<file path="config.mk">
export PLATFORM = sky130hd
export DESIGN_NAME = lidar_range_gate_spike_filter
export DESIGN_NICKNAME = d
export VERILOG_FILES = /design/src/hdl/lrgsf_pkg.sv /design/src/hdl/lrgsf_gate.sv /design/src/hdl/lrgsf_spike.sv /design/src/hdl/lrgsf_outq.sv /design/src/hdl/lidar_range_gate_spike_filter.sv
export SDC_FILE = /design/constraint.sdc
export NUM_CORES = 1
export LEC_CHECK = 0
export BUFFER_PORTS_ARGS = -buffer_cell sky130_fd_sc_hd__buf_2
export CORE_ASPECT_RATIO = 1.4
export CORE_UTILIZATION = 61
export DETAILED_ROUTE_END_ITERATION = 8
export PLACE_DENSITY = 0.75
export SYNTH_ARGS = -nofsm -noshare
export SYNTH_HDL_FRONTEND = slang
export SYNTH_HIERARCHICAL = 1
export SYNTH_SLANG_ARGS = --single-unit
</file>
<file path="constraint.sdc">
create_clock -name aclk -period 22 [get_ports aclk]
set_input_delay 2.2 -clock aclk [delete_from_list [all_inputs] [get_ports aclk]]
set_output_delay 2.2 -clock aclk [all_outputs]
set_load 0.01 [all_outputs]
</file>
<file path="src/hdl/lrgsf_pkg.sv">
// Shared types and constants for the lidar range gate and spike filter.
// No dependencies; imported by every module of the block.
package lrgsf_pkg;

    localparam int RANGE_W  = 16;
    localparam int FACTOR_W = 12;
    localparam int SKIP_W   = 8;
    localparam int SLEN_W   = 13;
    localparam int CFG_AW   = 3;
    localparam int CFG_DW   = 16;

    localparam logic [RANGE_W-1:0] NO_RETURN = 16'hFFFF;

    // register indexes on the configuration port
    localparam logic [CFG_AW-1:0] CFG_GATE_ENABLE  = 3'd0;
    localparam logic [CFG_AW-1:0] CFG_RANGE_MIN    = 3'd1;
    localparam logic [CFG_AW-1:0] CFG_RANGE_MAX    = 3'd2;
    localparam logic [CFG_AW-1:0] CFG_SPIKE_ENABLE = 3'd3;
    localparam logic [CFG_AW-1:0] CFG_EDGE_SKIP    = 3'd4;
    localparam logic [CFG_AW-1:0] CFG_SPIKE_FACTOR = 3'd5;
    localparam logic [CFG_AW-1:0] CFG_SCAN_LENGTH  = 3'd6;

    typedef struct packed {
        logic                gate_enable;
        logic [RANGE_W-1:0]  range_min;
        logic [RANGE_W-1:0]  range_max;
        logic                spike_enable;
        logic [SKIP_W-1:0]   edge_skip;
        logic [FACTOR_W-1:0] spike_factor;
        logic [SLEN_W-1:0]   scan_length;
    } cfg_t;

    typedef struct packed {
        logic [RANGE_W-1:0] mm;
        logic               last;
    } item_t;

    // up to two result items produced by one input item
    typedef struct packed {
        logic [1:0] cnt;
        item_t      item0;
        item_t      item1;
    } push_t;

endpackage

</file>
<file path="src/hdl/lrgsf_gate.sv">
// Input stage: range window gate and input register.
// Depends on lrgsf_pkg.
module lrgsf_gate (
    input  logic                         aclk,
    input  logic                         aresetn,
    input  lrgsf_pkg::cfg_t              cfg,
    input  logic                         s_valid,
    output logic                         s_ready,
    input  logic [lrgsf_pkg::RANGE_W-1:0] s_range_mm,
    input  logic                         take,
    output logic                         st_valid,
    output logic [lrgsf_pkg::RANGE_W-1:0] st_gated
);
    import lrgsf_pkg::*;

    logic               valid_reg, valid_next;
    logic [RANGE_W-1:0] data_reg, data_next;
    logic               in_fire;
    logic [RANGE_W-1:0] gated;

    always_comb begin
        gated = s_range_mm;
        if (cfg.gate_enable && (s_range_mm > cfg.range_max || s_range_mm < cfg.range_min)) begin
            gated = NO_RETURN;
        end
    end

    assign s_ready = !valid_reg || take;
    assign in_fire = s_valid && s_ready;

    always_comb begin
        valid_next = valid_reg;
        data_next  = data_reg;
        if (in_fire) begin
            valid_next = 1'b1;
            data_next  = gated;
        end else if (take) begin
            valid_next = 1'b0;
        end
    end

    always_ff @(posedge aclk) begin
        if (!aresetn) begin
            valid_reg <= 1'b0;
        end else begin
            valid_reg <= valid_next;
        end
        data_reg <= data_next;
    end

    assign st_valid = valid_reg;
    assign st_gated = data_reg;

endmodule

</file>
<file path="src/hdl/lrgsf_spike.sv">
// Scan state and spike decision; emits zero, one or two result items per item.
// Depends on lrgsf_pkg.
module lrgsf_spike #(
    parameter int MAX_SCAN = 4096
) (
    input  logic                         aclk,
    input  logic                         aresetn,
    input  lrgsf_pkg::cfg_t              cfg,
    input  logic                         fire,
    input  logic [lrgsf_pkg::RANGE_W-1:0] g,
    output lrgsf_pkg::push_t             push,
    output logic                         pend_valid
);
    import lrgsf_pkg::*;

    localparam int LEN_W  = $clog2(MAX_SCAN + 1);
    localparam int CW     = (LEN_W > SKIP_W ? LEN_W : SKIP_W) + 1;
    localparam int PROD_W = RANGE_W + FACTOR_W;

    logic [RANGE_W-1:0] left_reg, left_next;
    logic [RANGE_W-1:0] pend_reg, pend_next;
    logic               pvalid_reg, pvalid_next;
    logic [LEN_W-1:0]   idx_reg, idx_next;

    logic [31:0]        sl_ext, len_full;
    logic [CW-1:0]      len_w, skip_w, p_w, idx_w;
    logic [SKIP_W-1:0]  skip;
    logic [PROD_W-1:0]  prod, left_sh, g_sh;
    logic               below_left, below_right, spike, scan_done;
    logic [RANGE_W-1:0] v;

    always_comb begin
        sl_ext = 32'(cfg.scan_length);
        if (sl_ext < 32'd2) begin
            len_full = 32'd2;
        end else if (sl_ext > 32'(MAX_SCAN)) begin
            len_full = 32'(MAX_SCAN);
        end else begin
            len_full = sl_ext;
        end
    end

    assign skip   = (cfg.edge_skip == '0) ? SKIP_W'(1) : cfg.edge_skip;
    assign len_w  = CW'(len_full[LEN_W-1:0]);
    assign skip_w = CW'(skip);
    assign idx_w  = CW'(idx_reg);
    assign p_w    = idx_w - CW'(1);

    // value * factor (Q4.8) against neighbor * 256, exact
    assign prod    = PROD_W'(pend_reg) * PROD_W'(cfg.spike_factor);
    assign left_sh = PROD_W'({left_reg, 8'h00});
    assign g_sh    = PROD_W'({g, 8'h00});

    assign below_left  = (left_reg == NO_RETURN) || (prod < left_sh);
    assign below_right = (g == NO_RETURN) || (prod < g_sh);

    assign spike = cfg.spike_enable && (pend_reg != NO_RETURN) && (p_w >= skip_w)
                   && ((p_w + skip_w) < len_w) && below_left && below_right;
    assign v         = spike ? NO_RETURN : pend_reg;
    assign scan_done = (idx_w + CW'(1)) >= len_w;

    always_comb begin
        left_next   = left_reg;
        pend_next   = pend_reg;
        pvalid_next = pvalid_reg;
        idx_next    = idx_reg;
        push.cnt        = 2'd0;
        push.item0.mm   = v;
        push.item0.last = 1'b0;
        push.item1.mm   = g;
        push.item1.last = 1'b1;
        if (fire) begin
            if (!pvalid_reg) begin
                // first item of a scan only primes the pending sample
                pend_next   = g;
                pvalid_next = 1'b1;
                idx_next    = LEN_W'(1);
            end else if (scan_done) begin
                push.cnt    = 2'd2;
                left_next   = NO_RETURN;
                pend_next   = NO_RETURN;
                pvalid_next = 1'b0;
                idx_next    = '0;
            end else begin
                push.cnt  = 2'd1;
                left_next = v;
                pend_next = g;
                idx_next  = idx_reg + LEN_W'(1);
            end
        end
    end

    always_ff @(posedge aclk) begin
        if (!aresetn) begin
            left_reg   <= NO_RETURN;
            pend_reg   <= NO_RETURN;
            pvalid_reg <= 1'b0;
            idx_reg    <= '0;
        end else begin
            left_reg   <= left_next;
            pend_reg   <= pend_next;
            pvalid_reg <= pvalid_next;
            idx_reg    <= idx_next;
        end
    end

    assign pend_valid = pvalid_reg;

endmodule

</file>
<file path="src/hdl/lrgsf_outq.sv">
// Three-entry result queue; takes up to two items per cycle, hands out one.
// Depends on lrgsf_pkg.
module lrgsf_outq (
    input  logic                         aclk,
    input  logic                         aresetn,
    input  lrgsf_pkg::push_t             push,
    output logic [1:0]                   count,
    output logic                         m_valid,
    input  logic                         m_ready,
    output logic [lrgsf_pkg::RANGE_W-1:0] m_filtered_mm,
    output logic                         m_scan_end
);
    import lrgsf_pkg::*;

    localparam int DEPTH = 3;

    item_t      mem_reg [DEPTH];
    logic [1:0] wr_reg, wr_next, rd_reg, rd_next, cnt_reg, cnt_next;
    logic [1:0] wr_plus1;
    logic       pop;

    function automatic logic [1:0] wrap_inc(input logic [1:0] ptr);
        return (ptr == 2'(DEPTH - 1)) ? 2'd0 : ptr + 2'd1;
    endfunction

    assign wr_plus1 = wrap_inc(wr_reg);
    assign m_valid  = cnt_reg != 2'd0;
    assign pop      = m_valid && m_ready;

    always_comb begin
        wr_next  = wr_reg;
        rd_next  = pop ? wrap_inc(rd_reg) : rd_reg;
        cnt_next = cnt_reg + push.cnt - {1'b0, pop};
        case (push.cnt)
            2'd1:    wr_next = wr_plus1;
            2'd2:    wr_next = wrap_inc(wr_plus1);
            default: wr_next = wr_reg;
        endcase
    end

    always_ff @(posedge aclk) begin
        if (!aresetn) begin
            wr_reg  <= '0;
            rd_reg  <= '0;
            cnt_reg <= '0;
        end else begin
            wr_reg  <= wr_next;
            rd_reg  <= rd_next;
            cnt_reg <= cnt_next;
        end
        if (push.cnt != 2'd0) begin
            mem_reg[wr_reg] <= push.item0;
        end
        if (push.cnt == 2'd2) begin
            mem_reg[wr_plus1] <= push.item1;
        end
    end

    assign count         = cnt_reg;
    assign m_filtered_mm = mem_reg[rd_reg].mm;
    assign m_scan_end    = mem_reg[rd_reg].last;

endmodule

</file>
<file path="src/hdl/lidar_range_gate_spike_filter.sv">
// Top level of the lidar range gate and spike filter: config registers and stages.
// Depends on lrgsf_pkg, lrgsf_gate, lrgsf_spike and lrgsf_outq.
//
//  port group   direction  handshake          payload
//  s_           in         s_valid/s_ready    s_range_mm
//  m_           out        m_valid/m_ready    m_filtered_mm, m_scan_end
//  cfg_         in         cfg_we             cfg_index, cfg_wdata
//
// One item per cycle sustained while m_ready is high, but for the scan end stall. An
// item is registered in the gate register and decided when its right neighbor is taken;
// its result is then written into a three-entry queue and offered on m_ from there.
// The last item of a scan yields two results and stalls input until the queue has room.
// Reset (synchronous, aresetn low) restores register defaults and empties the scan.
// Stalls on m_ready back up through the queue into s_ready.
module lidar_range_gate_spike_filter #(
    parameter int MAX_SCAN = 4096
) (
    input  logic                         aclk,
    input  logic                         aresetn,
    input  logic                         s_valid,
    output logic                         s_ready,
    input  logic [lrgsf_pkg::RANGE_W-1:0] s_range_mm,
    output logic                         m_valid,
    input  logic                         m_ready,
    output logic [lrgsf_pkg::RANGE_W-1:0] m_filtered_mm,
    output logic                         m_scan_end,
    input  logic                         cfg_we,
    input  logic [lrgsf_pkg::CFG_AW-1:0] cfg_index,
    input  logic [lrgsf_pkg::CFG_DW-1:0] cfg_wdata
);
    import lrgsf_pkg::*;

    cfg_t               cfg_reg, cfg_next;
    logic               st_valid, take, pend_valid;
    logic [RANGE_W-1:0] st_gated;
    push_t              push;
    logic [1:0]         q_count;

    always_comb begin
        cfg_next = cfg_reg;
        if (cfg_we) begin
            case (cfg_index)
                CFG_GATE_ENABLE:  cfg_next.gate_enable  = cfg_wdata[0];
                CFG_RANGE_MIN:    cfg_next.range_min    = cfg_wdata;
                CFG_RANGE_MAX:    cfg_next.range_max    = cfg_wdata;
                CFG_SPIKE_ENABLE: cfg_next.spike_enable = cfg_wdata[0];
                CFG_EDGE_SKIP:    cfg_next.edge_skip    = cfg_wdata[SKIP_W-1:0];
                CFG_SPIKE_FACTOR: cfg_next.spike_factor = cfg_wdata[FACTOR_W-1:0];
                CFG_SCAN_LENGTH:  cfg_next.scan_length  = cfg_wdata[SLEN_W-1:0];
                default:          cfg_next = cfg_reg;
            endcase
        end
    end

    always_ff @(posedge aclk) begin
        if (!aresetn) begin
            cfg_reg.gate_enable  <= 1'b1;
            cfg_reg.range_min    <= 16'd10;
            cfg_reg.range_max    <= 16'd30000;
            cfg_reg.spike_enable <= 1'b1;
            cfg_reg.edge_skip    <= 8'd1;
            cfg_reg.spike_factor <= 12'd307;
            cfg_reg.scan_length  <= 13'd1081;
        end else begin
            cfg_reg <= cfg_next;
        end
    end

    // room for two results keeps a scan end from overflowing the queue
    assign take = st_valid && (q_count <= 2'd1);

    lrgsf_gate u_gate (
        .aclk       (aclk),
        .aresetn    (aresetn),
        .cfg        (cfg_reg),
        .s_valid    (s_valid),
        .s_ready    (s_ready),
        .s_range_mm (s_range_mm),
        .take       (take),
        .st_valid   (st_valid),
        .st_gated   (st_gated)
    );

    lrgsf_spike #(
        .MAX_SCAN (MAX_SCAN)
    ) u_spike (
        .aclk       (aclk),
        .aresetn    (aresetn),
        .cfg        (cfg_reg),
        .fire       (take),
        .g          (st_gated),
        .push       (push),
        .pend_valid (pend_valid)
    );

    lrgsf_outq u_outq (
        .aclk          (aclk),
        .aresetn       (aresetn),
        .push          (push),
        .count         (q_count),
        .m_valid       (m_valid),
        .m_ready       (m_ready),
        .m_filtered_mm (m_filtered_mm),
        .m_scan_end    (m_scan_end)
    );

    a_hold_stalled: assert property (@(posedge aclk) disable iff (!aresetn)
        st_valid && !take |=> st_valid && $stable(st_gated))
        else $error("gate register lost a stalled item");

    a_scan_restart: assert property (@(posedge aclk) disable iff (!aresetn)
        push.cnt == 2'd2 |=> !pend_valid)
        else $error("scan end did not restart the scan");

    a_no_push_unprimed: assert property (@(posedge aclk) disable iff (!aresetn)
        take && !pend_valid |-> push.cnt == 2'd0)
        else $error("first item of a scan produced a result");

    a_queue_bound: assert property (@(posedge aclk) disable iff (!aresetn)
        q_count == 2'd3 |-> push.cnt == 2'd0)
        else $error("result queue overflow");

endmodule

</file>
==> results of run 1 <==
==> logic make-up after synthesis <==
kind of cell	after synthesis	share of synthesized area
adder cells (fa/ha/maj)	309	0.274
multiplexers	136	0.0814
AO/OA/AOI/OAI	244	0.0924
AND/OR/NAND/NOR	632	0.186
flip-flops	189	0.248
buffers and inverters	387	0.0927
other	2	0.000419
XOR/XNOR	48	0.0239
==> worst paths after layout <==
check | startpoint | to | slack (ns) | cells after the start
max | u_spike/pend_reg[3]$_SDFFE_PN1P_ | u_outq/mem_reg[2][16]$_DFFE_PP_ | 13.20 | 28
min reg2reg | cfg_reg[65]$_SDFFE_PN0P_ | cfg_reg[65]$_SDFFE_PN0P_ | 0.45 | 2
min | cfg_reg[65]$_SDFFE_PN0P_ | cfg_reg[65]$_SDFFE_PN0P_ | 0.45 | 2
max reg2reg | u_spike/pend_reg[3]$_SDFFE_PN1P_ | u_outq/mem_reg[2][16]$_DFFE_PP_ | 13.20 | 28
==> metal layers <==
| metal | up-vias | track usage | routed length, um |
|---|---|---|---|
| li1 | 6386 | - | - |
| met1 | 6585 | 0.354 | 17200 |
| met2 | 369 | 0.557 | 22500 |
| met3 | 116 | 0.0445 | 1810 |
| met4 | 0 | 0.173 | 2300 |
| met5 | - | 0 | 0 |
==> power by group through the flow <==
stage          Combinational [mW]  Clock (mW)  Sequential (mW)
3_3_place_gp                 1.41           0            0.395
5_1_grt                      1.63       0.338            0.389
2_1_floorplan                1.07           0            0.383
6_report                     1.45       0.317            0.388
4_1_cts                      1.43       0.322            0.388
3_5_place_dp                 1.42           0            0.396
==> per-stage QoR <==
stage | instances | worst slack, ns | power (mW) | hold WS, ns | area [um^2]
floorplan | 1947 | 14.15 | 1.45 | 0.435 | 17900
global placement | 2276 | 13.50 | 1.80 | 0.443 | 18100
detailed placement | 2276 | 13.36 | 1.82 | 0.447 | 18100
CTS | 2308 | 13.31 | 2.14 | 0.458 | 18800
global route | 2308 | 12.76 | 2.36 | 0.479 | 18800
finish | 2308 | 13.20 | 2.16 | 0.455 | 18800
==> Yosys cell counts, types with 10 or more instances <==
cell / instances
a21o_1: 18
a21oi_1: 62
and2_1: 60
and3_1: 11
buf_2: 13
buf_4: 22
buf_6: 12
clkbuf_1: 64
dfxtp_1: 122
edfxtp_1: 67
fa_1: 140
ha_1: 169
inv_1: 272
mux2_2: 42
mux2i_1: 85
nand2_1: 256
nand2b_1: 27
nand3_1: 25
nand4_1: 21
nor2_1: 75
nor2b_1: 59
nor3_1: 13
nor4_1: 10
o21ai_0: 52
o22a_1: 15
xnor2_1: 29
xor2_1: 18
==> cell type report <==
class                   count  share of cell area
inverters                 272              0.0545
clock inverters            12             0.00594
flip-flops and latches    189               0.238
multi-input cells        1371               0.630
repair buffers             69              0.0200
clock buffers              20              0.0267
well taps                 375              0.0250
==> critical path, delay by kind of cell (launching register included) <==
kind,cells,cell delay [ns]
adders and majority gates,7,3.08
AOI/OAI and AO/OA,12,2.52
and+or+nand+nor,5,1.99
DFF,1,0.74
muxes,1,0.17
buffers and inverters,3,0.14
==> impl_metrics.ini, run 1 <==
[run]
maxCapViolCount = 0

[layout]
final_layout_size_suffix_gt1_frac = 0.103
final_core_util = 0.654
mostFrequentLayoutCells = 272 x inv_1, 256 x nand2_1, 169 x ha_1, 140 x fa_1, 122 x dfxtp_1
nets = 2269
n_fill_cell = 2405
multiInputGateArea_um2 = 11800
diodes = 0
largest_reg_flops = 67
syn_to_final_growth_pct = 4.61
final_common_cell = inv_1
regArea_um2 = 4450

[drt]
viasPerCell = 5.83
vias = 13500
route.detailed.drc = 0
dr.first_iter.drc_count = 667
routed_wl_um = 43800
drtAntennaViolNets = 0
drt-pass1-iter-count = 5
post_drt_wl_per_cell_um = 19.0

[critical_path]
worstSetupPathType = reg -> reg
path_max_fanout = 32
cp-end-kind = flip-flop
arrival_ns = 9.13
slowest_stage = or4b_4
slowest_delay_ns = 0.77
start_kind = flip-flop
cp.required_ns = 22.32

[clocking]
post_cts.repair.setup_buffers = 0
cts_tree = yes
cts_sinks = 189
ctsResizeCount = 0
clk_path_buf_depth = 2
clock-root-buffer = clkbuf_16
clock_latency_ns = 0.45
cts.clk_slew.worst_paths_ns = 0.07
htree_levels = 4
hold_buffers = 0
cts_inserted_buffers = 17

[hold_path]
min_path_type = reg -> reg

[timing]
maxSlewViolCount = 0
worst_slew_pin_slew_ns = 1.22
setup_viol = 0
hold_viol = 0
period_minus_slack_ns = 8.80
rsz0062_at_grt = false
slew_headroom = 0.176
max_freq_mhz = 114
fin_crit_sh = 0.400
finalSetupTns_ns = 0
skew_ns = 0.00784

[synthesis]
synth_area_um2 = 17900
yosys_warnings = 6
synth_seq_cells = 189
syn_inst = 1947
avgSynthCellArea_um2 = 9.21
async_flop_share = 0
yosysUniqueCellTypes = 95
synth_top_area_share = 0.156
synth_fp_nets = 2296
synth_ff_type = dfxtp_1
ys_top_cells_by_area = fa_1 16%, dfxtp_1 14%, ha_1 12%, edfxtp_1 11%, inv_1 5.7%
synth-edff-count = 67
ys_seq_area_frac = 0.248
synth.largest_area_cell = fa_1

[pwr]
ir_drop_mv = 0.109
switching_share = 0.484
clkPwrFrac = 0.147
p_leak_nw = 8.82
p_seq_frac = 0.180
switchingPower_mw = 1.05
intPower_mw = 1.11
p_comb_frac = 0.674
power_density_nw_per_um2 = 115

[floorplan]
die-height_um = 205
coreArea_um2 = 28700
initial_core_util = 0.625
dieWidth_um = 147
io_pins = 59
die-area_um2 = 30100
rows = 73

[global_route]
grt_use_total = 0.311
grt_pass1_wl_um = 72100
grt_max_degree = 77
antenna_found_initial = 0
grt-ovfl-total = 0
grt_pass1_vias = 13900

[run_status]
status = completed

[place]
gp_congestion = 0.976
hpwl_um = 33700
io_buffers = 58
Note: power is estimated with default switching activity, not from simulation.
==> run 2: changes to the inputs <==
Settings changed: ABC_AREA set to 1.
Clock period 22 ns to 8.75 ns, I/O delays scaled along.
==> impl_metrics.ini, run 2 <==
[run_status]
status = completed

[floorplan]
dieWidth_um = 149
coreArea_um2 = 29400
rows = 74
die-height_um = 208
die-area_um2 = 30900
initial_core_util = 0.625
io_pins = 59

[timing]
hold_viol = 0
setup_ws_ns = 1.40
maxSlewViolCount = 0
slew_headroom = 0.312
period_minus_slack_ns = 7.35
finalSetupTns_ns = 0
max_freq_mhz = 136
fin_crit_sh = 0.840
setup_viol = 0
skew_ns = 0.0119
rsz0062_at_grt = false
worst_slew_pin_slew_ns = 1.03

[place]
io_buffers = 58
hpwl_um = 35300
place_ws_ns = 1.46
place_area_um2 = 18600
place_inst = 2819
gp_congestion = 0.942

[layout]
nets = 2807
mostFrequentLayoutCells = 683 x nand2_1, 480 x inv_1, 197 x nor2_1, 169 x ha_1, 140 x fa_1
syn_to_final_growth_pct = 4.41
fin_cells = 2851
largest_reg_flops = 67
diodes = 0
finish.instance_area_um2 = 19200
final_common_cell = nand2_1
final_layout_size_suffix_gt1_frac = 0.0793

[synthesis]
syn_inst = 2484
synth_top_area_share = 0.152
async_flop_share = 0
synth_area_um2 = 18400
synth_most_common_cell = nand2_1
ys_top_cells_by_area = fa_1 15%, nand2_1 14%, dfxtp_1 13%, ha_1 11%, edfxtp_1 11%
yosys_warnings = 6
ys_seq_area_frac = 0.242
synth-edff-count = 67
synth_seq_cells = 189
synth_fp_nets = 2833
yosysUniqueCellTypes = 60
synth_ff_type = dfxtp_1
synth_common_cells = 683 x nand2_1, 480 x inv_1, 197 x nor2_1
synth.largest_area_cell = fa_1
avgSynthCellArea_um2 = 7.41

[critical_path]
cp.required_ns = 9.05
path_max_fanout = 16
timing.rr.start = u_spike/pend_reg[6]$_SDFFE_PN1P_
crit_start = u_spike/pend_reg[6]$_SDFFE_PN1P_
arrival_ns = 7.65
slowest_delay_ns = 0.78
slowest_stage = dfxtp_1
start_kind = flip-flop
cp-end-kind = flip-flop
worstSetupPathType = reg -> reg

[pwr]
power_density_nw_per_um2 = 361
ir_drop_mv = 0.414
p_leak_nw = 10.6

[clocking]
post_cts.repair.setup_buffers = 0
cts_inserted_buffers = 17
htree_levels = 4
cts_sinks = 189
clock_latency_ns = 0.46
ctsResizeCount = 0
cts_tree = yes
cts.clk_slew.worst_paths_ns = 0.08
clk_path_buf_depth = 2
hold_buffers = 0
clock-root-buffer = clkbuf_16

[global_route]
antenna_found_initial = 0
grt_use_total = 0.304
grt_pass1_wl_um = 73800
grt_max_degree = 68
grt_pass1_vias = 15500
grt-ovfl-total = 0

[drt]
routed_wl_um = 45500
post_drt_wl_per_cell_um = 16.0
drt-pass1-iter-count = 7
dr.first_iter.drc_count = 1038
vias = 15500
viasPerCell = 5.45
route.detailed.drc = 0
drtAntennaViolNets = 0

[hold_path]
worstHoldStart = cfg_reg[53]$_SDFFE_PN1P_
min_path_type = reg -> reg

[run]
maxCapViolCount = 0
run 2: cell count changes in the layout (fill, tap and decap cells not counted), sizes merged, moves of 48 or more:
cell | previous run | this run
inv | 278 | 494
mux2 | 51 | 0
and2 | 60 | 0
nor2b | 59 | 0
nor2 | 75 | 213
a21oi | 69 | 117
nand3 | 28 | 126
mux2i | 85 | 0
nand2 | 258 | 694
run 2: path summary, 6_finish.rpt:
kind	end	slack, ns	depth (start not counted)
min reg2reg	cfg_reg[53]$_SDFFE_PN1P_	0.47	2
max	u_outq/mem_reg[0][8]$_DFFE_PP_	1.40	28
max reg2reg	u_outq/mem_reg[0][8]$_DFFE_PP_	1.40	28
min	cfg_reg[53]$_SDFFE_PN1P_	0.47	2
run 2: worst max-delay path, delay by kind of cell, from the launching register on:
kind | cells | cell delay (ns)
DFF | 1 | 0.78
xor gates and xnor gates | 1 | 0.28
and+or+nand+nor | 8 | 1.39
buffers and inverters | 5 | 0.28
AOI/OAI and AO/OA | 7 | 1.16
adders and majority gates | 7 | 3.29
run 2: cell type report:
cell class / instances / area (um^2)
flip-flops and latches: 189 / 4450
multi-input cells: 1690 / 11400
repair buffers: 72 / 398
clock inverters: 15 / 169
well taps: 380 / 475
inverters: 488 / 1850
fillers: 2640 / 10200
clock buffers: 17 / 425
run 2: cell families after synthesis:
group	synth area share
buffers and inverters	0.136
DFF	0.242
xor gates and xnor gates	0.0248
adders and majority gates	0.267
and+or+nand+nor	0.249
AOI/OAI and AO/OA	0.0799
other	0.000408
run 2: metal layers:
layer | track usage | share of wire
met1 | 0.341 | 0.38
met5 | 0 | 0
met3 | 0.0411 | 0.048
met2 | 0.549 | 0.52
met4 | 0.165 | 0.050
run 2: power breakdown:
part / internal, mW / switching, mW
clock: 0.407 / 0.388
sequential: 0.936 / 0.0456
combinational: 1.93 / 3.22
run 2: metrics by stage:
stage | power (mW) | hold WS, ns | util
2_1_floorplan | 4.91 | 0.427 | -
3_3_place_gp | 5.94 | 0.452 | 0.632
3_5_place_dp | 6.09 | 0.460 | 0.632
4_1_cts | 6.92 | 0.479 | 0.653
5_1_grt | 7.73 | 0.504 | 0.653
6_report | 6.93 | 0.473 | 0.653
==> run 3: changes to the inputs <==
Settings changed: CORE_UTILIZATION 61 to 58.
Clock period 8.75 ns to 6.6 ns, I/O delays scaled along.
==> impl_metrics.ini, run 3 (synthesized netlist as in run 2, its figures left out) <==
[run]
maxCapViolCount = 0

[drt]
routed_wl_um = 49700
drtAntennaViolNets = 0
post_drt_wl_per_cell_um = 16.8
vias = 16100
drt-pass1-iter-count = 9
dr.first_iter.drc_count = 1020
route.detailed.drc = 1
viasPerCell = 5.44

[timing]
period_minus_slack_ns = 6.45
maxSlewViolCount = 0
worst_slew_pin_slew_ns = 0.901
hold_viol = 0
setup_ws_ns = 0.147
max_freq_mhz = 155
fin_crit_sh = 0.978
slew_headroom = 0.397
skew_ns = 0.0123
finalSetupTns_ns = 0
setup_viol = 0

[floorplan]
initial_core_util = 0.594
dieWidth_um = 153
rows = 76
die-height_um = 213
io_pins = 59
die-area_um2 = 32500
coreArea_um2 = 31000

[layout]
final_layout_size_suffix_gt1_frac = 0.161
mostFrequentLayoutCells = 649 x nand2_1, 477 x inv_1, 190 x nor2_1, 156 x ha_1, 133 x fa_1
largest_reg_flops = 67
diodes = 0
nets = 2913
final_common_cell = nand2_1
syn_to_final_growth_pct = 12.3
finish.instance_area_um2 = 20700

[clocking]
clk_path_buf_depth = 2
htree_levels = 4
cts.clk_slew.worst_paths_ns = 0.08
cts_tree = yes
cts_inserted_buffers = 17
clock-root-buffer = clkbuf_16
cts_sinks = 189
clock_latency_ns = 0.47

[pwr]
p_leak_nw = 11.2
p_total_mw = 12.9
ir_drop_mv = 0.693
power_density_nw_per_um2 = 626

[place]
place_area_um2 = 19400
io_buffers = 58
place_ws_ns = -0.180
gp_congestion = 0.929
hpwl_um = 37900

[run_status]
failed_checks = DRC
status = complete, but fails checks

[global_route]
antenna_found_initial = 0
grt_max_degree = 76
grt_pass1_wl_um = 78700
grt_pass1_vias = 16100
grt-ovfl-total = 0
grt_use_total = 0.311

[critical_path]
rrSetupSlack_ns = 0.15
arrival_ns = 6.66
worstSetupPathType = reg -> reg
cp.required_ns = 6.80
slowest_delay_ns = 0.55
slowest_stage = fa_2
crit_path_frequent_cell = nand2_1
cp-end-kind = flip-flop
path_max_fanout = 8
start_kind = flip-flop

[hold_path]
min_path_type = in -> reg
-- run 3: critical path: cells and delay by family (launching register included) --
family,cells,cell delay [ns]
adder cells (fa/ha/maj),7,3.25
AND/OR/NAND/NOR,13,1.14
buffers and inverters,8,0.76
AO/OA/AOI/OAI,3,0.48
flip-flops,1,0.38
XOR/XNOR,1,0.16
-- run 3: power by group --
part	total [mW]	leakage [nW]	switching, mW	internal (mW)
Combinational	10.6	9.29	5.63	4.95
Clock	1.06	0.284	0.519	0.541
Sequential	1.29	1.60	0.0490	1.24
-- run 3: per-layer routing --
metal	wire, um	vias to the layer above	GRT usage
li1	-	7789	-
met1	18500	7643	0.337
met2	25900	543	0.588
met3	2790	157	0.0414
met4	2600	0	0.168
met5	0	-	0
-- run 3: final cells by class --
class / count / area, um^2
multi-input cells: 1690 / 11900
fillers: 2631 / 10300
flip-flops and latches: 189 / 4510
inverters: 488 / 1850
repair buffers: 178 / 1310
well taps: 390 / 488
clock buffers: 18 / 429
clock inverters: 14 / 161
-- run 3: per-stage QoR --
step,hold WS (ns),cells,utilization
global route,0.407,2967,0.667
floorplan,0.427,2484,-
global placement,0.453,2917,0.624
CTS,0.387,2950,0.646
detailed placement,0.460,2917,0.624
finish,0.400,2967,0.667
-- run 3: final timing paths --
kind | to | from | cells after the start
setup / recovery | u_outq/mem_reg[0][4]$_DFFE_PP_ | cfg_reg[24]$_SDFFE_PN0P_ | 32
hold reg to reg | cfg_reg[46]$_SDFFE_PN1P_ | cfg_reg[46]$_SDFFE_PN1P_ | 2
hold / removal | cfg_reg[48]$_SDFFE_PN1P_ | cfg_wdata[14] | 3
setup reg to reg | u_outq/mem_reg[0][4]$_DFFE_PP_ | cfg_reg[24]$_SDFFE_PN0P_ | 32
-- run 3: repair_timing --
action,CTS,global route
cloned,0,1
setup endpoints to repair,64,64
setup buffers,1,17
pin swaps,3,49
resized for setup,30,119
hold buffers,0,0
